===== src/hw/rtl/wnm_pkg.sv =====
// Types and constants shared by the wildcard name matcher and its cells.
package wnm_pkg;

   localparam int unsigned OPCODE_BITS = 2;
   localparam int unsigned INDEX_BITS  = 5;
   localparam int unsigned VALUE_BITS  = 16;
   localparam int unsigned LEN_BITS    = 6;

   localparam logic [OPCODE_BITS-1:0] OP_LOAD_MASK = 2'd0;
   localparam logic [OPCODE_BITS-1:0] OP_NAME_CHAR = 2'd1;
   localparam logic [OPCODE_BITS-1:0] OP_END_NAME  = 2'd2;

   localparam int unsigned STAR_CODE     = 42;
   localparam int unsigned QUESTION_CODE = 63;

   typedef struct packed {
      logic [OPCODE_BITS-1:0] opcode;
      logic [INDEX_BITS-1:0]  mask_index;
      logic [VALUE_BITS-1:0]  char_value;
   } req_item_type;

   typedef struct packed {
      logic full_match;
      logic prefix_may_match;
   } rsp_item_type;

   // Broadcast controls from the top level to every cell.
   typedef struct packed {
      logic load;       // mask load item accepted
      logic name_step;  // name character item accepted
      logic tok_step;   // name character item accepted, prefix still open
      logic rearm;      // end of name item accepted
   } cell_ctrl_type;

   // What one cell reports to the top level and to its right neighbor.
   typedef struct packed {
      logic act;        // position active (before star closure)
      logic star_prop;  // star inside the mask: activity spreads to the next position
      logic fwd;        // active position consumes the character, next position lights
      logic tok_pass;   // prefix walker moves to the next position
      logic tok_star;   // prefix walker met a star
      logic tok_miss;   // prefix walker met a mismatch or ran past the mask
   } cell_status_type;

endpackage


===== src/hw/rtl/wnm_cell.sv =====
// One mask position: stored mask character, active bit and prefix walker token.
module wnm_cell import wnm_pkg::*; #(
   parameter int unsigned CHAR_BITS = 16,
   parameter int unsigned LEN_W     = 6,
   parameter int unsigned POSITION  = 0
) (
   input  logic                  clock,
   input  logic                  reset,
   input  cell_ctrl_type         ctrl,
   input  logic [INDEX_BITS-1:0] load_index,
   input  logic [CHAR_BITS-1:0]  char_code,
   input  logic [LEN_W-1:0]      mask_len,
   input  logic                  closed,     // this position after star closure
   input  logic                  prev_fwd,
   input  logic                  prev_tok_pass,
   output cell_status_type       status
);

   localparam logic START_BIT = (POSITION == 0) ? 1'b1 : 1'b0;
   localparam logic INDEXABLE = (POSITION < (1 << INDEX_BITS)) ? 1'b1 : 1'b0;

   logic [CHAR_BITS-1:0] mask_char_ff, mask_char_in;
   logic                 act_ff, act_in;
   logic                 tok_ff, tok_in;
   logic                 in_range;
   logic                 is_star;
   logic                 char_hit;
   logic                 load_here;

   assign in_range  = LEN_W'(POSITION) < mask_len;
   assign is_star   = mask_char_ff == CHAR_BITS'(STAR_CODE);
   assign char_hit  = (mask_char_ff == CHAR_BITS'(QUESTION_CODE)) || (mask_char_ff == char_code);
   assign load_here = ctrl.load && INDEXABLE && (load_index == INDEX_BITS'(POSITION));

   assign status.act       = act_ff;
   assign status.star_prop = is_star && in_range;
   assign status.fwd       = closed && in_range && !is_star && char_hit;
   assign status.tok_pass  = tok_ff && in_range && !is_star && char_hit;
   assign status.tok_star  = tok_ff && in_range && is_star;
   assign status.tok_miss  = tok_ff && (!in_range || (!is_star && !char_hit));

   always_comb begin
      mask_char_in = load_here ? char_code : mask_char_ff;

      priority if (ctrl.name_step) begin
         // a star keeps its own position lit; otherwise activity arrives from the left
         act_in = (closed && in_range && is_star) || prev_fwd;
      end else if (ctrl.rearm) begin
         act_in = START_BIT;
      end else begin
         act_in = act_ff;
      end

      priority if (ctrl.tok_step) begin
         tok_in = prev_tok_pass;
      end else if (ctrl.rearm) begin
         tok_in = START_BIT;
      end else begin
         tok_in = tok_ff;
      end
   end

   always_ff @(posedge clock) begin
      mask_char_ff <= mask_char_in;
      if (reset) begin
         act_ff <= START_BIT;
         tok_ff <= START_BIT;
      end else begin
         act_ff <= act_in;
         tok_ff <= tok_in;
      end
   end

endmodule


===== src/hw/rtl/wnm_skid.sv =====
// Two-entry result buffer: output register plus skid register.
module wnm_skid import wnm_pkg::*; (
   input  logic         clock,
   input  logic         reset,
   input  logic         push,
   input  rsp_item_type push_item,
   output logic         full,
   output logic         rsp_valid,
   input  logic         rsp_stall,
   output rsp_item_type rsp_item
);

   logic         out_valid_ff, out_valid_in;
   rsp_item_type out_item_ff, out_item_in;
   logic         skid_valid_ff, skid_valid_in;
   rsp_item_type skid_item_ff, skid_item_in;
   logic         out_free;

   assign out_free  = !out_valid_ff || !rsp_stall;
   assign full      = skid_valid_ff;
   assign rsp_valid = out_valid_ff;
   assign rsp_item  = out_item_ff;

   always_comb begin
      out_valid_in  = out_valid_ff;
      out_item_in   = out_item_ff;
      skid_valid_in = skid_valid_ff;
      skid_item_in  = skid_item_ff;
      // no push can arrive while the skid register is occupied
      priority if (skid_valid_ff) begin
         if (out_free) begin
            out_valid_in  = 1'b1;
            out_item_in   = skid_item_ff;
            skid_valid_in = 1'b0;
         end
      end else if (push) begin
         if (out_free) begin
            out_valid_in = 1'b1;
            out_item_in  = push_item;
         end else begin
            skid_valid_in = 1'b1;
            skid_item_in  = push_item;
         end
      end else if (out_free) begin
         out_valid_in = 1'b0;
      end
   end

   always_ff @(posedge clock) begin
      out_item_ff  <= out_item_in;
      skid_item_ff <= skid_item_in;
      if (reset) begin
         out_valid_ff  <= 1'b0;
         skid_valid_ff <= 1'b0;
      end else begin
         out_valid_ff  <= out_valid_in;
         skid_valid_ff <= skid_valid_in;
      end
   end

endmodule


===== src/hw/rtl/wildcard_name_matcher.sv =====
// Wildcard name matcher: streams a name one character per item against a stored mask
// where star matches any run and question matches one character. The block takes one
// item every cycle while req_stall is low: each item updates a row of MASK_DEPTH cells
// once, with the star closure done by a single MASK_DEPTH+2 bit carry chain across the row.
// The result of an end-of-name item is presented the cycle after it is accepted when the
// output register is free, later when it has to wait in the skid register; the two-entry
// output buffer lets input continue while one result waits, and req_stall rises only when
// both entries are taken. Mask loads and length writes apply from the next item on; there
// is no clearing pass after reset.
module wildcard_name_matcher import wnm_pkg::*; #(
   parameter int unsigned MASK_DEPTH = 32,
   parameter int unsigned CHAR_BITS  = 16
) (
   input  logic                clock,
   input  logic                reset,
   input  logic                req_valid,
   output logic                req_stall,
   input  req_item_type        req_item,
   output logic                rsp_valid,
   input  logic                rsp_stall,
   output rsp_item_type        rsp_item,
   input  logic                csr_wr_en,
   input  logic [LEN_BITS-1:0] csr_wr_data
);

   localparam int unsigned LEN_W = $clog2(MASK_DEPTH + 1);

   logic                 req_accept;
   logic [CHAR_BITS-1:0] char_code;
   cell_ctrl_type        ctrl;
   cell_status_type      status [MASK_DEPTH];

   logic [LEN_W-1:0] mask_len_ff, mask_len_in;
   logic             act_end_ff, act_end_in;
   logic             tok_end_ff, tok_end_in;
   logic             decided_ff, decided_in;
   logic             verdict_ff, verdict_in;

   logic [MASK_DEPTH:0]   gen_vec;
   logic [MASK_DEPTH:0]   prop_vec;
   logic [MASK_DEPTH+1:0] add_a;
   logic [MASK_DEPTH+1:0] add_b;
   logic [MASK_DEPTH+1:0] carries;
   logic [MASK_DEPTH:0]   closed_vec;
   logic [MASK_DEPTH-1:0] tok_star_vec;
   logic [MASK_DEPTH-1:0] tok_miss_vec;
   logic                  any_star;
   logic                  any_miss;
   rsp_item_type          result;
   logic                  buf_full;

   assign req_stall  = buf_full;
   assign req_accept = req_valid && !req_stall;
   assign char_code  = CHAR_BITS'(req_item.char_value);

   assign ctrl.load      = req_accept && (req_item.opcode == OP_LOAD_MASK);
   assign ctrl.name_step = req_accept && (req_item.opcode == OP_NAME_CHAR);
   assign ctrl.tok_step  = ctrl.name_step && !decided_ff;
   assign ctrl.rearm     = req_accept && (req_item.opcode == OP_END_NAME);

   for (genvar i = 0; i < MASK_DEPTH; i++) begin : g_cells
      logic prev_fwd;
      logic prev_tok_pass;
      if (i == 0) begin : g_first
         assign prev_fwd      = 1'b0;
         assign prev_tok_pass = 1'b0;
      end else begin : g_rest
         assign prev_fwd      = status[i-1].fwd;
         assign prev_tok_pass = status[i-1].tok_pass;
      end

      wnm_cell #(
         .CHAR_BITS (CHAR_BITS),
         .LEN_W     (LEN_W),
         .POSITION  (i)
      ) u_cell (
         .clock         (clock),
         .reset         (reset),
         .ctrl          (ctrl),
         .load_index    (req_item.mask_index),
         .char_code     (char_code),
         .mask_len      (mask_len_ff),
         .closed        (closed_vec[i]),
         .prev_fwd      (prev_fwd),
         .prev_tok_pass (prev_tok_pass),
         .status        (status[i])
      );

      assign gen_vec[i]      = status[i].act;
      assign prop_vec[i+1]   = status[i].star_prop;
      assign tok_star_vec[i] = status[i].tok_star;
      assign tok_miss_vec[i] = status[i].tok_miss;
   end

   assign gen_vec[MASK_DEPTH] = act_end_ff;
   assign prop_vec[0]         = 1'b0;

   // Star closure as a carry chain: generate = active, propagate = star to the left.
   assign add_a      = {1'b0, gen_vec | prop_vec};
   assign add_b      = {1'b0, gen_vec};
   assign carries    = (add_a + add_b) ^ add_a ^ add_b;
   assign closed_vec = carries[MASK_DEPTH+1:1];

   assign any_star = |tok_star_vec;
   assign any_miss = (|tok_miss_vec) || tok_end_ff;  // token past the last cell is beyond the mask

   assign result.full_match       = closed_vec[mask_len_ff];
   assign result.prefix_may_match = !decided_ff || verdict_ff;

   always_comb begin
      mask_len_in = mask_len_ff;
      if (csr_wr_en) begin
         mask_len_in = (csr_wr_data > LEN_BITS'(MASK_DEPTH)) ? LEN_W'(MASK_DEPTH)
                                                             : LEN_W'(csr_wr_data);
      end

      priority if (ctrl.name_step) begin
         act_end_in = status[MASK_DEPTH-1].fwd;
      end else if (ctrl.rearm) begin
         act_end_in = 1'b0;
      end else begin
         act_end_in = act_end_ff;
      end

      priority if (ctrl.tok_step) begin
         tok_end_in = status[MASK_DEPTH-1].tok_pass;
      end else if (ctrl.rearm) begin
         tok_end_in = 1'b0;
      end else begin
         tok_end_in = tok_end_ff;
      end

      decided_in = decided_ff;
      verdict_in = verdict_ff;
      priority if (ctrl.rearm) begin
         decided_in = 1'b0;
         verdict_in = 1'b0;
      end else if (ctrl.tok_step && any_star) begin
         decided_in = 1'b1;
         verdict_in = 1'b1;
      end else if (ctrl.tok_step && any_miss) begin
         decided_in = 1'b1;
         verdict_in = 1'b0;
      end else begin
         decided_in = decided_ff;
      end
   end

   always_ff @(posedge clock) begin
      if (reset) begin
         mask_len_ff <= '0;
         act_end_ff  <= 1'b0;
         tok_end_ff  <= 1'b0;
         decided_ff  <= 1'b0;
         verdict_ff  <= 1'b0;
      end else begin
         mask_len_ff <= mask_len_in;
         act_end_ff  <= act_end_in;
         tok_end_ff  <= tok_end_in;
         decided_ff  <= decided_in;
         verdict_ff  <= verdict_in;
      end
   end

   wnm_skid u_skid (
      .clock     (clock),
      .reset     (reset),
      .push      (ctrl.rearm),
      .push_item (result),
      .full      (buf_full),
      .rsp_valid (rsp_valid),
      .rsp_stall (rsp_stall),
      .rsp_item  (rsp_item)
   );

endmodule

===== config.mk =====
export PLATFORM = sky130hd
export DESIGN_NAME = wildcard_name_matcher
export DESIGN_NICKNAME = d
export VERILOG_FILES = /design/src/hw/rtl/wnm_pkg.sv /design/src/hw/rtl/wnm_cell.sv /design/src/hw/rtl/wnm_skid.sv /design/src/hw/rtl/wildcard_name_matcher.sv
export SDC_FILE = /design/constraint.sdc
export NUM_CORES = 1
export LEC_CHECK = 0
export ABC_CLOCK_PERIOD_IN_PS = 6100
export BUFFER_PORTS_ARGS = -buffer_cell sky130_fd_sc_hd__buf_2
export CELL_PAD_IN_SITES_DETAIL_PLACEMENT = 1
export CELL_PAD_IN_SITES_GLOBAL_PLACEMENT = 2
export CORE_ASPECT_RATIO = 0.6
export CORE_MARGIN = 2
export CORE_UTILIZATION = 48
export DETAILED_ROUTE_END_ITERATION = 12
export PLACE_DENSITY_LB_ADDON = 0.08
export SYNTH_ARGS = -nofsm -noshare
export SYNTH_HDL_FRONTEND = slang
export SYNTH_SLANG_ARGS = --single-unit

===== constraint.sdc =====
create_clock -name clock -period 6.1 [get_ports clock]
set_clock_uncertainty 0.2 [all_clocks]
set_input_delay 0.915 -clock clock [delete_from_list [all_inputs] [get_ports clock]]
set_output_delay 0.915 -clock clock [all_outputs]
set_load 0.005 [all_outputs]

# Word level (Yosys, flattened, before mapping)
# Index checks and enable logic that the tools add are counted.
[word_totals]
mem_count = 0
latch_bits = 0
ramBits = 0
reg_bits = 592
wordCells = 965
inputBits = 34
rom_bits = 0
[op_classes]
mul = 0
n_bitwise = 5
div_mod_pow = 0
n_shift = 0
add_sub_neg = 1
n_lt_le_gt_ge = 34
mux = 86
reduce_logical = 601
n_eq_ne = 131
[op_table]
columns = ["op", "count"]
rows = [
  ["equality test 16 x 6 -> 1 bit (second input constant)", 64],
  ["equality test 16 bit", 32],
  ["logical AND 1 bit", 391],
  ["zero test 1 bit", 100],
  ["logical OR 1 bit", 98],
  ["less-than comparator 5 x 6 -> 1 bit (first input constant)", 16],
  ["equality test 5 bit (second input constant)", 16],
  ["two-way mux 1 bit", 80],
  ["bitwise XOR 34 x 33 -> 34 bit", 2],
  ["OR reduction 32 bit", 2],
  ["less-than comparator 4 x 6 -> 1 bit (first input constant)", 8],
  ["equality test 5 x 4 -> 1 bit (second input constant)", 8],
  ["adder 33 x 33 -> 34 bit", 1],
  ["bitwise OR 33 bit", 1],
  ["less-than comparator 3 x 6 -> 1 bit (first input constant)", 4],
  ["equality test 5 x 3 -> 1 bit (second input constant)", 4],
  ["less-than comparator 1 x 6 -> 1 bit (first input constant)", 2],
  ["less-than comparator 2 x 6 -> 1 bit (first input constant)", 2],
  ["equality test 5 x 2 -> 1 bit (second input constant)", 2],
  ["two-way mux 2 bit", 4],
  ["nonzero test 2 bit", 4],
  ["less-than comparator 6 x 7 -> 1 bit (second input constant)", 1],
  ["binary-select mux 1 bit (select 6 bit)", 1],
  ["greater-than comparator 6 bit (second input constant)", 1],
  ["other kinds (11)", 14],
]

# Depth between registers and ports, before layout
[logic_depth]
depth_word = 11
mapped_depth = 14
ltp_nobuf = 12

# Cells and area by module
# From an unflattened synthesis, not the netlist that was laid out.
[unflattened]
cells_unflattened = 2622
hier_area_um2 = 30853.3
[modules_own_cells]
columns = ["module", "n_inst", "cells_per_inst", "area_per_inst_um2"]
rows = [
  ["wnm_cell (g_cells[14].u_cell ...)", 3, 72, 882.1],
  ["wildcard_name_matcher", 1, 324, 2142.1],
  ["wnm_cell (g_cells[11].u_cell ...)", 2, 71, 894.6],
  ["wnm_cell (g_cells[17].u_cell ...)", 2, 71, 883.3],
  ["wnm_cell (g_cells[8].u_cell ...)", 2, 72, 883.3],
  ["wnm_cell (g_cells[3].u_cell ...)", 2, 70, 880.8],
  ["wnm_cell (g_cells[5].u_cell)", 1, 71, 973.4],
  ["wnm_cell (g_cells[20].u_cell)", 1, 71, 907.1],
  ["wnm_cell (g_cells[26].u_cell)", 1, 75, 907.1],
  ["wnm_cell (g_cells[30].u_cell)", 1, 72, 900.9],
  ["wnm_cell (g_cells[21].u_cell)", 1, 72, 898.4],
  ["wnm_cell (g_cells[13].u_cell)", 1, 71, 897.1],
  ["wnm_cell (g_cells[22].u_cell)", 1, 70, 897.1],
  ["wnm_cell (g_cells[10].u_cell)", 1, 72, 895.9],
  ["+14 rows", "-", "-", "-"],
]

# Worst setup path before layout
# OpenSTA, ideal clock, no wires.
[synth_path]
path_type = "input -> register"
start = "input port req_item[14] (netlist name)"
end = "register verdict_ff"
t_required_ps = 5814
t_arrival_ps = 3594
path_stages = 13
setup_slack_ps = 2220
setup_ps = 86
cell_sequence = "clkbuf_1 buf_1 clkbuf_1 xnor2_1 nand4_1 nor4_1 nor3_1 o21ai_0 nand4_1 nor4_1 a21boi_0 nand2b_1 a211oi_1"
[synth_via]
elab_chain_cells = 10
elab_cells_between_ends = 196
[synth_lines]
columns = ["item", "line_no", "text"]
rows = [
  ["start, declared", "wildcard_name_matcher.sv:18", "input req_item_type req_item,"],
  ["equality test 16 bit", "wnm_cell.sv:32", "assign char_hit = (mask_char_ff == CHAR_BITS'(QUESTION_CODE)) || (mask_char_ff == char_code);"],
  ["logical OR 1 bit", "wnm_cell.sv:32", ""],
  ["zero test 1 bit", "wnm_cell.sv:40", "assign status.tok_miss = tok_ff && (!in_range || (!is_star && !char_hit));"],
  ["logical AND 1 bit", "wnm_cell.sv:40", ""],
  ["logical OR 1 bit", "wnm_cell.sv:40", ""],
  ["logical AND 1 bit", "wnm_cell.sv:40", ""],
  ["OR reduction 32 bit *", "wildcard_name_matcher.sv:105", "assign any_miss = (|tok_miss_vec) || tok_end_ff;"],
  ["logical OR 1 bit *", "wildcard_name_matcher.sv:105", ""],
  ["logical AND 1 bit *", "wildcard_name_matcher.sv:141", "end else if (ctrl.tok_step && any_miss) begin"],
  ["nonzero test 2 bit (no source line) *", "-", ""],
  ["end signal, assigned", "wildcard_name_matcher.sv:161", "verdict_ff <= verdict_in;"],
  ["end, declared", "wildcard_name_matcher.sv:37", "logic verdict_ff, verdict_in;"],
]
# Every way passes the cells marked *; elsewhere a longest branch is shown, timed or not.
# A chain may end at the register's enable or synchronous reset.

==> metrics.txt <==
worst min-delay path category=reg -> reg; antenna violations before repair=3; Crit path required time=~6300 ps; crit path launch type=flip-flop; slowest CP cell=or4_4; Ys Warns=0; Max Clock Freq=~180 MHz; grt total ovfl=0; Port Buffers=37; Worst Path Arrival=between 5000 and 6000 ps; Core ar.=0.0610 mm2; Post-CTS Setup Bufs=0; largest net degree at the start of global routing=77; initial core utilization=48.6%; worst reg2reg path startpoint=mask_len_ff[1]$_SDFFE_PP0P_; hold path cells=2; R2R depth=12; CTS tree=done; IO Pins=38; WHS Endpoint=act_end_ff$_SDFFE_PP0P_; first-pass GRT wire length=roughly 160 mm; CTS H-tree depth=2; Die Height=197 um; crit end category=flip-flop; DP Area=approximately 0.032 mm2; CTS Sinks=about 590; max-slew violation count=0; CP peak stage delay=about 680 ps; die width=325 um; Post-Syn Area=a little under 0.03 mm2; worst setup slack after layout=between 400 and 500 ps; maximum vdd drop=about 0.00025 V; largest fanout on the critical path=24; sequential fraction of the synthesis area=about 57%; PostCTS Resize Cnt=0; pre-CTS setup slack=672 ps; final net count=roughly 2,700; leakage power=between 10 and 15 nW; Final Critical Period=about 5700 ps; Hold-fix buffers, CTS=0; most frequent cells in the layout=edfxtp_1 (516), xnor2_1 (352), nor2_1 (227), xor2_1 (160), nand4_1 (140); First-pass DRT Iterations=5; Post-synth EDFFs=approximately 520; distinct cell type count after synthesis=85; Iter 0 DRT Violations=between 2,000 and 3,000; via count=between 20,000 and 25,000; top cell type's share of synthesized area=around 52%; Final setup viols=0; crit share post-route=93.2%; die area=approximately 0.064 mm2; clk root buf=clkbuf_16; most common cell after layout, fill and taps aside=edfxtp_1; Longest Clk Path Bufs=3; clk slew on worst S/H paths=around 70 ps; antenna cell count=0; Post-synth ARST share=0%; Pwr per Cell Area=between 200 and 300 mW/mm2; syn nets=around 2,600; crit path kind=reg -> reg; post-route ant nets=0; mean post-synth cell area=between 10 and 15 um2; drt wl/cell=31.7 um; Hold Startpoint=act_end_ff$_SDFFE_PP0P_; synthesized instance count=between 2,000 and 3,000; MaxCap Viol Count=1; status=complete, but fails checks; FP Rows=70; CTS buffer count=56; Total Wirelength=roughly 110 mm; most frequent CP cell=a21boi_0; Slew HR=less than 1%; Main synth FF type=edfxtp_1; R2R Setup Slk=~410 ps; hold slack=roughly 290 ps; violated checks=max-capacitance violations; DP HPWL=between 80 and 90 mm; total track usage=34.7%; area leader, netlist=edfxtp_1; worst flop-to-flop path endpoint=u_skid.rsp_item[1]$_DFFE_PP_; Final TNS setup=0 ps; worst skew pair latency=650 ps; Fill cells=between 6,000 and 7,000; Residual DRC=0; Cell Chain, Critical Path=or4_4 > a21oi_1 > nor3_1 > o311ai_1 > o31ai_1 > a21o_1 > a21boi_0 > a21boi_0 > o2111ai_2 > nor4_1 > a31oi_2 > mux2_1; via/cell ratio=roughly 6.4; final hold vios=0; fin area=around 0.033 mm2; RSZ-0062 raised after global routing=false; top post-synthesis cells by area=edfxtp_1 (52%), xnor2_1 (10%), dfxtp_1 (5.1%); #FFs+latches synth=592; total power draw=~8.7 mW; worst slew pin tran=between 1000 and 1500 ps; layout cells sized above 1=10.0%; number of global-route vias before repair=approximately 23,000; Final GP Congestion=approximately 1.0; Area Growth Syn to Fin=12.4%
synthesized netlist by cell type, types with 24 or more instances:
cell      count
clkbuf_1     69
edfxtp_1    516
nor3_1       97
o21ai_0      71
nand3_1      76
dfxtp_1      76
nand2_1      87
nor2_1      231
xor2_1      160
buf_1        38
nor4_1      123
xnor2_1     352
a21oi_1      75
nor2b_1      25
a32oi_1      31
nand4_1     140
and4b_1      24
or3_1        33
worst max-delay path by stage:
stage | depth (start not counted) | from | slack (ps) | endpoint
after global routing | 12 | mask_len_ff[1]$_SDFFE_PP0P_ | 350 | u_skid.rsp_item[1]$_DFFE_PP_
after floorplan | 13 | req_item[14] | 2220 | verdict_ff$_SDFFE_PP0P_
after detailed placement | 12 | mask_len_ff[1]$_SDFFE_PP0P_ | 670 | u_skid.rsp_item[1]$_DFFE_PP_
after global placement | 12 | mask_len_ff[1]$_SDFFE_PP0P_ | 450 | u_skid.rsp_item[1]$_DFFE_PP_
after CTS | 12 | mask_len_ff[1]$_SDFFE_PP0P_ | 620 | u_skid.rsp_item[1]$_DFFE_PP_
final | 12 | mask_len_ff[1]$_SDFFE_PP0P_ | 410 | u_skid.rsp_item[1]$_DFFE_PP_
sequential cells by signal, summed over array words and instances (netlist names):
name and cells:
mask_len_ff 6, u_skid.skid_item_ff 2, g_cells.u_cell.mask_char_ff 512, u_skid.rsp_valid 1, u_skid.full 1, tok_end_ff 1, g_cells.u_cell.act_ff 32, act_end_ff 1
u_skid.rsp_item 2, g_cells.u_cell.tok_ff 32, verdict_ff 1, decided_ff 1
routing by layer:
metal  track usage [%]  routed length, um  up-vias  part of all wire (%)
li1                  -                  -     9813                     -
met3              11.5              12800      143                    12
met2              47.9              44900     1050                    40
met5                 0                 10        -                0.0090
met4              7.80               2190        2                   2.0
met1              52.4              51300    11600                    46
metrics by stage:
stage,instances,util [%]
after floorplan,2548,-
after global placement,3404,51.6
after detailed placement,3404,51.6
after CTS,3507,54.6
after global routing,3509,54.7
final,3509,54.7
kinds of logic after synthesis:
group / after synthesis / share of synthesized area, %
muxes: 4 / 0.185
AOI/OAI and AO/OA: 350 / 8.06
and+or+nand+nor: 953 / 17.5
xor gates and xnor gates: 512 / 15.1
buffers and inverters: 137 / 1.79
DFF: 592 / 57.3
power breakdown:
part           internal [mW]  total [mW]  switching [mW]
Clock                   2.03        3.64            1.61
Sequential              4.41        4.43          0.0200
Combinational          0.196       0.628           0.432
critical path: cells and delay by family (launching register included):
kind,cells,cell delay [ps]
DFF,1,610
muxes,1,330
AOI/OAI and AO/OA,8,2710
and+or+nand+nor,3,1570
cell type report:
class	instances	area [um2]	share of cell area, %
Sequential cell	592	17000	51.0
Multi-Input combinational cell	1819	12200	36.4
Clock buffer	71	1460	4.37
Timing Repair Buffer	146	1250	3.76
Tap cell	828	1040	3.10
Clock inverter	32	380	1.14
Inverter	21	78.8	0.236
(Power assumes the default switching activity.)
